--- config.mk ---
export PLATFORM = sky130hd
export DESIGN_NAME = motion_mode_crossfade_selector_core
export DESIGN_NICKNAME = d
export VERILOG_FILES = /design/src/mmcs_pkg.sv /design/src/mmcs_front.sv /design/src/mmcs_div.sv /design/src/mmcs_back.sv /design/src/motion_mode_crossfade_selector_core.sv
export SDC_FILE = /design/constraint.sdc
export NUM_CORES = 1
export LEC_CHECK = 0
export BUFFER_PORTS_ARGS = -buffer_cell sky130_fd_sc_hd__buf_2
export CELL_PAD_IN_SITES_DETAIL_PLACEMENT = 0
export CELL_PAD_IN_SITES_GLOBAL_PLACEMENT = 1
export CORE_AREA = 2 2 289 291
export CTS_CLUSTER_SIZE = 16
export DETAILED_ROUTE_END_ITERATION = 10
export DIE_AREA = 0 0 291 293
export PLACE_DENSITY = 0.84
export SLEW_MARGIN = 20
export SYNTH_ARGS = -nofsm -noshare
export SYNTH_HDL_FRONTEND = slang
export SYNTH_SLANG_ARGS = --single-unit
export TNS_END_PERCENT = 5
--- constraint.sdc ---
create_clock -name clk_i -period 18.5 [get_ports clk_i]
set_clock_uncertainty 0.15 [all_clocks]
set_input_delay 0.925 -clock clk_i [delete_from_list [all_inputs] [get_ports clk_i]]
set_output_delay 0.925 -clock clk_i [all_outputs]
set_load 0.005 [all_outputs]
--- src/mmcs_pkg.sv ---
// ----------------------------------------------------------------------------
// mmcs_pkg
// Types and constants of the motion mode cross-fade selector.
// ----------------------------------------------------------------------------
package mmcs_pkg;

  localparam int unsigned NumMotions = 4;

  localparam logic [1:0] MOT_WALK    = 2'd0;
  localparam logic [1:0] MOT_BIKE    = 2'd1;
  localparam logic [1:0] MOT_SPECIAL = 2'd2;
  localparam logic [1:0] MOT_STAND   = 2'd3;

  localparam logic [1:0] MODE_INACTIVE = 2'd0;
  localparam logic [1:0] MODE_FIRST    = 2'd1;
  localparam logic [1:0] MODE_ACTIVE   = 2'd2;

  localparam logic [2:0] REG_USE_CONTACT   = 3'd0;
  localparam logic [2:0] REG_TIME_WALK     = 3'd1;
  localparam logic [2:0] REG_TIME_BIKE     = 3'd2;
  localparam logic [2:0] REG_TIME_SPECIAL  = 3'd3;
  localparam logic [2:0] REG_TIME_STAND    = 3'd4;
  localparam logic [2:0] REG_TIME_PLAYDEAD = 3'd5;

  localparam logic [15:0] ONE_Q15   = 16'h8000;
  localparam logic [8:0]  SA_NONE   = 9'd256;
  localparam logic [8:0]  SA_DEFAULT = 9'd0;

  typedef struct packed {
    logic [1:0]  requested_motion;
    logic [7:0]  special_action;
    logic        special_is_stand_up;
    logic        special_is_play_dead;
    logic        contact_safe;
    logic        enforce_stand;
    logic        leaving_possible;
    logic [31:0] time_ms;
  } in_item_t;

  typedef struct packed {
    logic [1:0]  target_motion;
    logic [15:0] ratio_walk;
    logic [15:0] ratio_bike;
    logic [15:0] ratio_special;
    logic [15:0] ratio_stand;
    logic [1:0]  special_mode;
    logic [8:0]  special_action_out;
    logic        walk_forward;
    logic        bike_forward;
  } out_item_t;

  typedef struct packed {
    logic        use_contact;
    logic [15:0] time_walk;
    logic [15:0] time_bike;
    logic [15:0] time_special;
    logic [15:0] time_stand;
    logic [15:0] time_play_dead;
  } cfg_t;

  typedef struct packed {
    logic [18:0] rem;
    logic [16:0] bits;
    logic [18:0] den;
    logic [4:0]  steps;
  } div_req_t;

  typedef enum logic [2:0] {
    ST_IDLE,
    ST_DELTA,
    ST_DWAIT,
    ST_SUM,
    ST_NORM,
    ST_NWAIT,
    ST_FIN
  } back_state_e;

endpackage

--- src/mmcs_front.sv ---
// ----------------------------------------------------------------------------
// mmcs_front
// Input side: takes frame transfers into a two-entry queue for the engine.
// ----------------------------------------------------------------------------
module mmcs_front (
  input  logic               clk_i,
  input  logic               rst_ni,
  input  logic               in_valid_i,
  output logic               in_stall_o,
  input  mmcs_pkg::in_item_t in_data_i,
  output logic               pop_valid_o,
  output mmcs_pkg::in_item_t pop_data_o,
  input  logic               pop_i
);

  mmcs_pkg::in_item_t mem_q [2];
  logic       wr_ptr_q, rd_ptr_q;
  logic [1:0] cnt_q;
  logic       push, pop;

  assign in_stall_o  = (cnt_q == 2'd2);
  assign push        = in_valid_i && !in_stall_o;
  assign pop_valid_o = (cnt_q != 2'd0);
  assign pop         = pop_i && pop_valid_o;
  assign pop_data_o  = mem_q[rd_ptr_q];

  always_ff @(posedge clk_i) begin
    if (push) begin
      mem_q[wr_ptr_q] <= in_data_i;
    end
  end

  always_ff @(posedge clk_i or negedge rst_ni) begin
    if (!rst_ni) begin
      wr_ptr_q <= 1'b0;
      rd_ptr_q <= 1'b0;
      cnt_q    <= 2'd0;
    end else begin
      if (push) wr_ptr_q <= ~wr_ptr_q;
      if (pop)  rd_ptr_q <= ~rd_ptr_q;
      case ({push, pop})
        2'b10:   cnt_q <= cnt_q + 2'd1;
        2'b01:   cnt_q <= cnt_q - 2'd1;
        default: cnt_q <= cnt_q;
      endcase
    end
  end

endmodule

--- src/mmcs_div.sv ---
// ----------------------------------------------------------------------------
// mmcs_div
// Shared restoring divider, one quotient bit per cycle.
// ----------------------------------------------------------------------------
module mmcs_div (
  input  logic               clk_i,
  input  logic               rst_ni,
  input  logic               start_i,
  input  mmcs_pkg::div_req_t req_i,
  output logic               done_o,
  output logic [16:0]        quot_o
);

  logic [18:0] rem_q;
  logic [16:0] bits_q;
  logic [18:0] den_q;
  logic [4:0]  cnt_q;
  logic [16:0] quot_q;
  logic        busy_q, done_q;
  logic [19:0] trial;
  logic        ge;

  assign trial  = {rem_q, bits_q[16]};
  assign ge     = (trial >= {1'b0, den_q});
  assign done_o = done_q;
  assign quot_o = quot_q;

  always_ff @(posedge clk_i) begin
    if (start_i) begin
      rem_q  <= req_i.rem;
      bits_q <= req_i.bits;
      den_q  <= req_i.den;
      quot_q <= '0;
    end else if (busy_q) begin
      rem_q  <= ge ? 19'(trial - {1'b0, den_q}) : trial[18:0];
      bits_q <= {bits_q[15:0], 1'b0};
      quot_q <= {quot_q[15:0], ge};
    end
  end

  always_ff @(posedge clk_i or negedge rst_ni) begin
    if (!rst_ni) begin
      busy_q <= 1'b0;
      done_q <= 1'b0;
      cnt_q  <= '0;
    end else begin
      done_q <= 1'b0;
      if (start_i) begin
        busy_q <= 1'b1;
        cnt_q  <= req_i.steps;
      end else if (busy_q) begin
        cnt_q <= cnt_q - 5'd1;
        if (cnt_q == 5'd1) begin
          busy_q <= 1'b0;
          done_q <= 1'b1;
        end
      end
    end
  end

endmodule

--- src/mmcs_back.sv ---
// ----------------------------------------------------------------------------
// mmcs_back
// Engine: target selection, fade step and normalization, result register.
// ----------------------------------------------------------------------------
module mmcs_back (
  input  logic                clk_i,
  input  logic                rst_ni,
  input  mmcs_pkg::cfg_t      cfg_i,
  input  logic                pop_valid_i,
  input  mmcs_pkg::in_item_t  pop_data_i,
  output logic                pop_o,
  output logic                out_valid_o,
  input  logic                out_stall_i,
  output mmcs_pkg::out_item_t out_data_o
);

  mmcs_pkg::back_state_e state_q, state_d;

  logic [15:0] ratio_q [mmcs_pkg::NumMotions];
  logic [16:0] r_q     [mmcs_pkg::NumMotions];
  logic [16:0] r_d     [mmcs_pkg::NumMotions];
  logic [18:0] sum_q, sum_d;
  logic [1:0]  held_q, last_q, prev_q, idx_q;
  logic [31:0] last_time_q;
  logic        lapd_q;

  mmcs_pkg::in_item_t item_q;
  logic [1:0]  req_q;
  logic [8:0]  sa_out_q;
  logic        first_q;
  logic [31:0] dt_q;
  logic [15:0] t_q;
  logic [15:0] delta_q;

  logic                out_valid_q;
  mmcs_pkg::out_item_t out_q;

  logic               div_start, div_done;
  mmcs_pkg::div_req_t div_req;
  logic [16:0]        div_quot;

  // selection from the head item
  logic        unsafe, sw, first_now;
  logic [1:0]  req_adj, held_new;
  logic [8:0]  sa_new;
  logic [15:0] t_sel, t_new;
  logic [33:0] num;
  logic        slot_free;
  logic [1:0]  mode;
  logic [15:0] q_clip;

  assign first_now = (last_time_q == 32'd0);
  assign unsafe    = !pop_data_i.contact_safe && cfg_i.use_contact;
  assign req_adj   = (pop_data_i.requested_motion == mmcs_pkg::MOT_WALK &&
                      (unsafe || pop_data_i.enforce_stand)) ?
                     mmcs_pkg::MOT_STAND : pop_data_i.requested_motion;
  assign sw = (last_q == mmcs_pkg::MOT_WALK && (pop_data_i.leaving_possible || unsafe)) ||
              last_q == mmcs_pkg::MOT_STAND || last_q == mmcs_pkg::MOT_SPECIAL ||
              (req_adj == mmcs_pkg::MOT_SPECIAL && pop_data_i.special_is_stand_up);
  assign held_new = (!first_now && sw) ? req_adj : held_q;

  always_comb begin
    if (first_now) sa_new = mmcs_pkg::SA_DEFAULT;
    else if (req_adj == mmcs_pkg::MOT_SPECIAL) sa_new = {1'b0, pop_data_i.special_action};
    else if (held_new == mmcs_pkg::MOT_SPECIAL) sa_new = mmcs_pkg::SA_NONE;
    else sa_new = mmcs_pkg::SA_DEFAULT;
    case (held_new)
      mmcs_pkg::MOT_WALK:    t_sel = cfg_i.time_walk;
      mmcs_pkg::MOT_BIKE:    t_sel = cfg_i.time_bike;
      mmcs_pkg::MOT_SPECIAL: t_sel = cfg_i.time_special;
      default:               t_sel = cfg_i.time_stand;
    endcase
    if (prev_q == mmcs_pkg::MOT_SPECIAL && lapd_q) t_sel = cfg_i.time_play_dead;
    t_new = (t_sel == 16'd0) ? 16'd1 : t_sel;
  end

  always_comb begin
    sum_d = '0;
    for (int i = 0; i < mmcs_pkg::NumMotions; i++) begin
      if (2'(i) == held_q) r_d[i] = {1'b0, ratio_q[i]} + {1'b0, delta_q};
      else if (ratio_q[i] > delta_q) r_d[i] = {1'b0, ratio_q[i] - delta_q};
      else r_d[i] = '0;
      sum_d = sum_d + {2'd0, r_d[i]};
    end
  end

  assign num       = {2'b00, r_q[idx_q], 15'd0} + {16'd0, sum_q[18:1]};
  assign slot_free = !out_valid_q || !out_stall_i;
  assign q_clip    = (div_quot > {1'b0, mmcs_pkg::ONE_Q15}) ? mmcs_pkg::ONE_Q15
                                                             : div_quot[15:0];
  assign mode = (ratio_q[mmcs_pkg::MOT_SPECIAL] == mmcs_pkg::ONE_Q15) ? mmcs_pkg::MODE_ACTIVE :
                (held_q == mmcs_pkg::MOT_SPECIAL) ? mmcs_pkg::MODE_FIRST :
                mmcs_pkg::MODE_INACTIVE;

  always_comb begin
    state_d   = state_q;
    pop_o     = 1'b0;
    div_start = 1'b0;
    div_req   = '0;
    case (state_q)
      mmcs_pkg::ST_IDLE: begin
        if (pop_valid_i) begin
          pop_o   = 1'b1;
          state_d = first_now ? mmcs_pkg::ST_FIN : mmcs_pkg::ST_DELTA;
        end
      end
      mmcs_pkg::ST_DELTA: begin
        if (dt_q >= {16'd0, t_q}) begin
          state_d = mmcs_pkg::ST_SUM;
        end else begin
          div_start     = 1'b1;
          div_req.rem   = dt_q[18:0];
          div_req.bits  = '0;
          div_req.den   = {3'd0, t_q};
          div_req.steps = 5'd15;
          state_d       = mmcs_pkg::ST_DWAIT;
        end
      end
      mmcs_pkg::ST_DWAIT: if (div_done) state_d = mmcs_pkg::ST_SUM;
      mmcs_pkg::ST_SUM:   state_d = mmcs_pkg::ST_NORM;
      mmcs_pkg::ST_NORM: begin
        if (sum_q == 19'd0) begin
          if (idx_q == 2'd3) state_d = mmcs_pkg::ST_FIN;
        end else begin
          div_start     = 1'b1;
          div_req.rem   = {2'd0, num[33:17]};
          div_req.bits  = num[16:0];
          div_req.den   = sum_q;
          div_req.steps = 5'd17;
          state_d       = mmcs_pkg::ST_NWAIT;
        end
      end
      mmcs_pkg::ST_NWAIT: begin
        if (div_done) state_d = (idx_q == 2'd3) ? mmcs_pkg::ST_FIN : mmcs_pkg::ST_NORM;
      end
      mmcs_pkg::ST_FIN:   if (slot_free) state_d = mmcs_pkg::ST_IDLE;
      default:            state_d = mmcs_pkg::ST_IDLE;
    endcase
  end

  mmcs_div u_div (
    .clk_i   (clk_i),
    .rst_ni  (rst_ni),
    .start_i (div_start),
    .req_i   (div_req),
    .done_o  (div_done),
    .quot_o  (div_quot)
  );

  always_ff @(posedge clk_i) begin
    case (state_q)
      mmcs_pkg::ST_IDLE: begin
        item_q   <= pop_data_i;
        req_q    <= req_adj;
        sa_out_q <= sa_new;
        dt_q     <= pop_data_i.time_ms - last_time_q;
        t_q      <= t_new;
      end
      mmcs_pkg::ST_DELTA: delta_q <= mmcs_pkg::ONE_Q15;
      mmcs_pkg::ST_DWAIT: if (div_done) delta_q <= div_quot[15:0];
      mmcs_pkg::ST_SUM: begin
        for (int i = 0; i < mmcs_pkg::NumMotions; i++) r_q[i] <= r_d[i];
        sum_q <= sum_d;
      end
      default: ;
    endcase
    if (state_q == mmcs_pkg::ST_FIN && slot_free) begin
      out_q.target_motion      <= held_q;
      out_q.ratio_walk         <= ratio_q[mmcs_pkg::MOT_WALK];
      out_q.ratio_bike         <= ratio_q[mmcs_pkg::MOT_BIKE];
      out_q.ratio_special      <= ratio_q[mmcs_pkg::MOT_SPECIAL];
      out_q.ratio_stand        <= ratio_q[mmcs_pkg::MOT_STAND];
      out_q.special_mode       <= mode;
      out_q.special_action_out <= sa_out_q;
      out_q.walk_forward       <= !first_q && req_q == mmcs_pkg::MOT_WALK &&
                                  ratio_q[mmcs_pkg::MOT_WALK] == mmcs_pkg::ONE_Q15;
      out_q.bike_forward       <= !first_q && req_q == mmcs_pkg::MOT_BIKE;
    end
  end

  always_ff @(posedge clk_i or negedge rst_ni) begin
    if (!rst_ni) begin
      state_q     <= mmcs_pkg::ST_IDLE;
      for (int i = 0; i < mmcs_pkg::NumMotions; i++) ratio_q[i] <= '0;
      ratio_q[mmcs_pkg::MOT_STAND] <= mmcs_pkg::ONE_Q15;
      held_q      <= mmcs_pkg::MOT_STAND;
      last_q      <= mmcs_pkg::MOT_STAND;
      prev_q      <= mmcs_pkg::MOT_STAND;
      last_time_q <= '0;
      lapd_q      <= 1'b0;
      idx_q       <= '0;
      first_q     <= 1'b0;
      out_valid_q <= 1'b0;
    end else begin
      state_q <= state_d;
      if (out_valid_q && !out_stall_i) out_valid_q <= 1'b0;
      case (state_q)
        mmcs_pkg::ST_IDLE: begin
          if (pop_valid_i) begin
            held_q  <= held_new;
            first_q <= first_now;
            idx_q   <= '0;
          end
        end
        mmcs_pkg::ST_NORM: begin
          if (sum_q == 19'd0) begin
            ratio_q[idx_q] <= (idx_q == held_q) ? mmcs_pkg::ONE_Q15 : 16'd0;
            idx_q          <= idx_q + 2'd1;
          end
        end
        mmcs_pkg::ST_NWAIT: begin
          if (div_done) begin
            ratio_q[idx_q] <= q_clip;
            idx_q          <= idx_q + 2'd1;
          end
        end
        mmcs_pkg::ST_FIN: begin
          if (slot_free) begin
            out_valid_q <= 1'b1;
            last_time_q <= item_q.time_ms;
            if (last_q != held_q) prev_q <= last_q;
            last_q <= held_q;
            if (!first_q && mode == mmcs_pkg::MODE_ACTIVE && sa_out_q != mmcs_pkg::SA_NONE)
            begin
              lapd_q <= (req_q == mmcs_pkg::MOT_SPECIAL) ? item_q.special_is_play_dead
                                                        : 1'b1;
            end
          end
        end
        default: ;
      endcase
    end
  end

  assign out_valid_o = out_valid_q;
  assign out_data_o  = out_q;

endmodule

--- src/motion_mode_crossfade_selector_core.sv ---
// ----------------------------------------------------------------------------
// motion_mode_crossfade_selector_core
// Motion target selection and Q1.15 blend-ratio cross-fade, one result per
// frame transfer.
// ----------------------------------------------------------------------------
// Each frame takes one pass of the engine, which uses the shared bit-serial
// divider for the fade step when the elapsed time is below the transition
// time and for each of the four normalizations with a nonzero sum; a fade
// step that saturates needs no division, and the first frame after reset
// skips both; a stalled result holds the engine until the register is free.
// A two-entry input queue and the result register let frames come in while a
// result waits to be taken.
module motion_mode_crossfade_selector_core (
  input  logic                clk_i,
  input  logic                rst_ni,
  input  logic                in_valid_i,
  output logic                in_stall_o,
  input  mmcs_pkg::in_item_t  in_data_i,
  output logic                out_valid_o,
  input  logic                out_stall_i,
  output mmcs_pkg::out_item_t out_data_o,
  input  logic                psel,
  input  logic                penable,
  input  logic                pwrite,
  input  logic [4:0]          paddr,
  input  logic [31:0]         pwdata,
  output logic [31:0]         prdata,
  output logic                pready
);

  mmcs_pkg::cfg_t     cfg_q;
  mmcs_pkg::in_item_t pop_data;
  logic               pop_valid, pop;
  logic [2:0]         reg_idx;

  assign pready  = 1'b1;
  assign reg_idx = paddr[4:2];

  always_ff @(posedge clk_i or negedge rst_ni) begin
    if (!rst_ni) begin
      cfg_q.use_contact    <= 1'b1;
      cfg_q.time_walk      <= 16'd790;
      cfg_q.time_bike      <= 16'd600;
      cfg_q.time_special   <= 16'd200;
      cfg_q.time_stand     <= 16'd600;
      cfg_q.time_play_dead <= 16'd2000;
    end else if (psel && penable && pwrite) begin
      case (reg_idx)
        mmcs_pkg::REG_USE_CONTACT:   cfg_q.use_contact    <= pwdata[0];
        mmcs_pkg::REG_TIME_WALK:     cfg_q.time_walk      <= pwdata[15:0];
        mmcs_pkg::REG_TIME_BIKE:     cfg_q.time_bike      <= pwdata[15:0];
        mmcs_pkg::REG_TIME_SPECIAL:  cfg_q.time_special   <= pwdata[15:0];
        mmcs_pkg::REG_TIME_STAND:    cfg_q.time_stand     <= pwdata[15:0];
        mmcs_pkg::REG_TIME_PLAYDEAD: cfg_q.time_play_dead <= pwdata[15:0];
        default: ;
      endcase
    end
  end

  always_comb begin
    case (reg_idx)
      mmcs_pkg::REG_USE_CONTACT:   prdata = {31'd0, cfg_q.use_contact};
      mmcs_pkg::REG_TIME_WALK:     prdata = {16'd0, cfg_q.time_walk};
      mmcs_pkg::REG_TIME_BIKE:     prdata = {16'd0, cfg_q.time_bike};
      mmcs_pkg::REG_TIME_SPECIAL:  prdata = {16'd0, cfg_q.time_special};
      mmcs_pkg::REG_TIME_STAND:    prdata = {16'd0, cfg_q.time_stand};
      mmcs_pkg::REG_TIME_PLAYDEAD: prdata = {16'd0, cfg_q.time_play_dead};
      default:                     prdata = 32'd0;
    endcase
  end

  mmcs_front u_front (
    .clk_i       (clk_i),
    .rst_ni      (rst_ni),
    .in_valid_i  (in_valid_i),
    .in_stall_o  (in_stall_o),
    .in_data_i   (in_data_i),
    .pop_valid_o (pop_valid),
    .pop_data_o  (pop_data),
    .pop_i       (pop)
  );

  mmcs_back u_back (
    .clk_i       (clk_i),
    .rst_ni      (rst_ni),
    .cfg_i       (cfg_q),
    .pop_valid_i (pop_valid),
    .pop_data_i  (pop_data),
    .pop_o       (pop),
    .out_valid_o (out_valid_o),
    .out_stall_i (out_stall_i),
    .out_data_o  (out_data_o)
  );

endmodule

==> qor.log <==
[floorplanning] die width 291 um
[place] Placer Congestion 0.904
[place] IO buf count 169
[clocking] number of buffers inserted by hold repair at cts 0
[route] DRC violation count after routing 0
[global_routing] global-route wire length before repair 154000 um
[route] post-detailed-route wirelength per cell 22.2 um
[worst_setup_path] crit-path max cell delay 740 ps
[worst_setup_path] kind of critical path reg2reg
[pwr] Pleak 17.3 nW
[timing] hold violation total from the final report 0
[clocking] cts bufs inserted 70
[worst_setup_path] delay-heaviest family, CP compound AO/OA/AOI/OAI gates
[floorplanning] Die Footprint 85300 um2
[timing] worst slew pin tran 1090 ps
[clocking] deepest clock path buffer count 3
[global_routing] remaining global-route overflow 0
[clocking] CTS tree built
[clocking] H-tree Lvls 3
[route] ANT nets after route 0
[worst_setup_path] critical path peak fanout 11
[final_layout] layout cell share with drive strength beyond 1 16.0%
[clocking] cts repair resizes 0
[status] result of the run finished, final reports clean
[place] Placed Instance Area 38600 um2
[floorplanning] top-level port count 205
[worst_setup_path] Setup crit start kind register
[route] Routed Wire Length 102000 um
[final_layout] Final Net Count 3813
[timing] Slew Viols, Final 0
[synth] Yosys warnings 0
[timing] top achievable clock speed 111 MHz
[worst_setup_path] worst-case reg-to-reg path depth 29
[floorplanning] number of rows in the core area 105
[clocking] sink count of the clock tree 642
[clocking] CTS Root Cell sky130_fd_sc_hd__clkbuf_16
[floorplanning] starting density of the core 44.7%
[timing] Final Cycle Share 48.9%
[clocking] Clk Latency, worst-skew pair 630 ps
[timing] setup repair after global routing missed its margin false
[worst_setup_path] combined buffer and inverter count along the critical path 2
[floorplanning] Die Height 293 um
[worst_setup_path] worst reg2reg endpoint u_back.sum_q[17]$_DFFE_PP_
[worst_setup_path] Critical Path AT 9250 ps
[synth] Post-Synthesis Mean Instance Area 11.1 um2
[floorplanning] Placeable Area 81800 um2
[global_routing] overall routing resource usage 23.5%
[global_routing] number of antenna violations at the first check in global routing 6
[timing] post-route worst hold slack 170 ps
[route] number of vias after detailed routing 27000
[run] number of max-capacitance violations reported 0
[global_routing] via count of the first global-routing pass 25600
[timing] remaining max-slew budget at the tightest pin 27.3%
[pwr] Total Power Consumption 0.00338 W
[synth] most used flip-flop cell after synthesis sky130_fd_sc_hd__edfxtp_1
[final_layout] area delta synth->final 11.8%
[final_layout] share of the core filled with cells 50.0%
[worst_setup_path] Crit. End Element register
[clocking] clock slew at reported path FFs 60 ps
[place] final HPWL from detailed placement 75100 um
[synth] Post-synth EDFFs 423
[timing] endpoints failing setup 0
[route] post-DR vias/cell 5.89
[timing] sum of negative setup slack 0 ps
[clocking] Setup Fix Bufs, Post-CTS 0
[route] first-pass iteration count of the detailed router 6
[synth] cell area after synthesis 36600 um2
[final_layout] final std cell area, no fill 40900 um2
[worst_setup_path] cell type of the slowest stage on the worst timing path sky130_fd_sc_hd__o311ai_0
[route] number of DRC markers after the initial detailed-route iteration 2840
[worst_setup_path] launch instance of the worst register-to-register path u_back.delta_q[1]$_SDFFCE_PN0P_
[pwr] power per standard cell area 82.6 nW/um2
[worst_setup_path] R2R setup slack 9460 ps
[global_routing] maximum number of pins on one net before global-route repair 88
[synth] number of cells produced by synthesis 3311
[synth] share of synthesized flip-flops with an asynchronous set or reset 31.5%
[synth] register area share after synthesis 49.5%
[timing] post-layout minimum cycle time 9040 ps
[synth] number of flip-flops and latches in the synthesized netlist 642
[hold_path] worst hold path class in2async
[pwr] maximum ir drop on the vdd rail 0.0795 mV
[worst_setup_path] required time of the worst setup path 18710 ps
[synth] count of distinct cell types in the synthesized netlist 92
==> per-stage QoR <==
step           setup WS (ps)  cells
6_report                9460   4585
5_1_grt                 8820   4584
4_1_cts                 9370   4581
3_5_place_dp            9420   4452
3_3_place_gp            9430   4452
2_1_floorplan          10190   3326
==> synthesized netlist by cell type (35+ instances only) <==
master / n / area (um2)
sky130_fd_sc_hd__nor2b_1: 37 / 231
sky130_fd_sc_hd__nor3_1: 69 / 345
sky130_fd_sc_hd__mux2i_1: 77 / 771
sky130_fd_sc_hd__nor4_1: 35 / 219
sky130_fd_sc_hd__clkbuf_1: 111 / 417
sky130_fd_sc_hd__ha_1: 238 / 2980
sky130_fd_sc_hd__nand2_1: 228 / 856
sky130_fd_sc_hd__xnor2_1: 61 / 534
sky130_fd_sc_hd__and2_1: 35 / 219
sky130_fd_sc_hd__dfrtp_1: 172 / 4300
sky130_fd_sc_hd__nand3_1: 44 / 220
sky130_fd_sc_hd__o22ai_1: 35 / 219
sky130_fd_sc_hd__a21o_1: 70 / 526
sky130_fd_sc_hd__inv_1: 215 / 807
sky130_fd_sc_hd__nand2b_1: 44 / 275
sky130_fd_sc_hd__a21oi_1: 193 / 966
sky130_fd_sc_hd__a22oi_1: 39 / 293
sky130_fd_sc_hd__mux2_2: 146 / 1640
sky130_fd_sc_hd__edfxtp_1: 423 / 12700
sky130_fd_sc_hd__nor2_1: 221 / 830
sky130_fd_sc_hd__o21ai_0: 181 / 906
==> where the power goes <==
part / total, W / switching [W] / internal (W)
clock network: 0.00141 / 0.000588 / 0.000817
registers: 0.00168 / 0.0000440 / 0.00164
logic: 0.000292 / 0.000171 / 0.000121
total: 0.00338 / 0.000804 / 0.00258
==> flip-flops by register name, indices dropped and copies added, names as in the netlist, 3 cells and up <==
| register | cells |
|---|---|
| u_front.mem_q | 94 |
| cfg_q | 81 |
| u_back.out_data_o | 79 |
| u_back.r_q | 68 |
| u_back.ratio_q | 64 |
| u_back.item_q | 33 |
| u_back.dt_q | 32 |
| u_back.last_time_q | 32 |
| u_back.sum_q | 19 |
| u_back.u_div.den_q | 19 |
| u_back.u_div.rem_q | 19 |
| u_back.u_div.bits_q | 17 |
| u_back.u_div.quot_o | 17 |
| u_back.delta_q | 16 |
| u_back.t_q | 16 |
| u_back.sa_out_q | 9 |
| u_back.u_div.cnt_q | 5 |
| u_back.state_q | 3 |
==> per-layer routing <==
metal,wire (um),vias up,track usage (%)
li1,-,12600,-
met1,46500,13400,34.8
met2,45600,959,36.1
met3,7350,116,3.08
met4,2400,2,6.70
met5,7,-,0
==> final cells by class <==
type / instances / area [um2]
multi-input cells: 2315 / 17100
fillers: 7254 / 40900
clock buffers: 106 / 2090
diodes: 4 / 10.0
clock inverters: 23 / 240
repair buffers: 208 / 1150
flip-flops and latches: 642 / 18100
well taps: 1070 / 1340
inverters: 217 / 820
==> layout by cell type (no fill, tap or decap), drive strengths merged, types with 17 or more instances in the layout <==
cell and count:
nor2b 37, o21a 23, a21o 70, o31ai 17, ha 238, nor2 221
clkbuf 107, o21bai 22, a21oi 193, mux2 146, a221oi 26, dfxtp 17
mux2i 78, nand2 228, xor2 31, a31oi 25, inv 222, o22ai 35
a22oi 39, xnor2 61, dfstp 30, a22o 34, fa 30, or2 17
buf 207, dfrtp 172, edfxtp 423, nand3 44, and2 35, and3 23
nor3 70, o21ai 199, nand4 28, a211oi 30, conb 17, nand2b 44
or3 19, nor4 35
==> worst max-delay path by stage <==
stage / startpoint / endpoint / slack [ps] / cells after the start
2_1_floorplan: u_back.state_q[0]$_DFFE_PN0P_ / u_front.cnt_q[1]$_DFFE_PN0P_ / 10190 / 6
3_3_place_gp: u_back.delta_q[1]$_SDFFCE_PN0P_ / u_back.sum_q[17]$_DFFE_PP_ / 9430 / 29
3_5_place_dp: u_back.delta_q[1]$_SDFFCE_PN0P_ / u_back.sum_q[17]$_DFFE_PP_ / 9420 / 29
4_1_cts: u_back.delta_q[1]$_SDFFCE_PN0P_ / u_back.sum_q[17]$_DFFE_PP_ / 9370 / 29
5_1_grt: u_back.delta_q[1]$_SDFFCE_PN0P_ / u_back.sum_q[17]$_DFFE_PP_ / 8820 / 29
6_report: u_back.delta_q[1]$_SDFFCE_PN0P_ / u_back.sum_q[17]$_DFFE_PP_ / 9460 / 29
==> cell families (layout without fill, tap and decap cells) <==
logic type / Yosys count / count (layout) / share of synthesized area [%]
AND/OR/NAND/NOR: 834 / 834 / 11.0
other: 2 / 21 / 0.0205
flip-flops: 642 / 642 / 49.5
multiplexers: 240 / 240 / 7.62
buffers and inverters: 369 / 554 / 4.03
adder cells (fa/ha/maj): 268 / 268 / 9.78
XOR/XNOR: 93 / 93 / 2.27
AO/OA/AOI/OAI: 863 / 863 / 15.8
No activity file was read; power rests on OpenSTA's default activity.
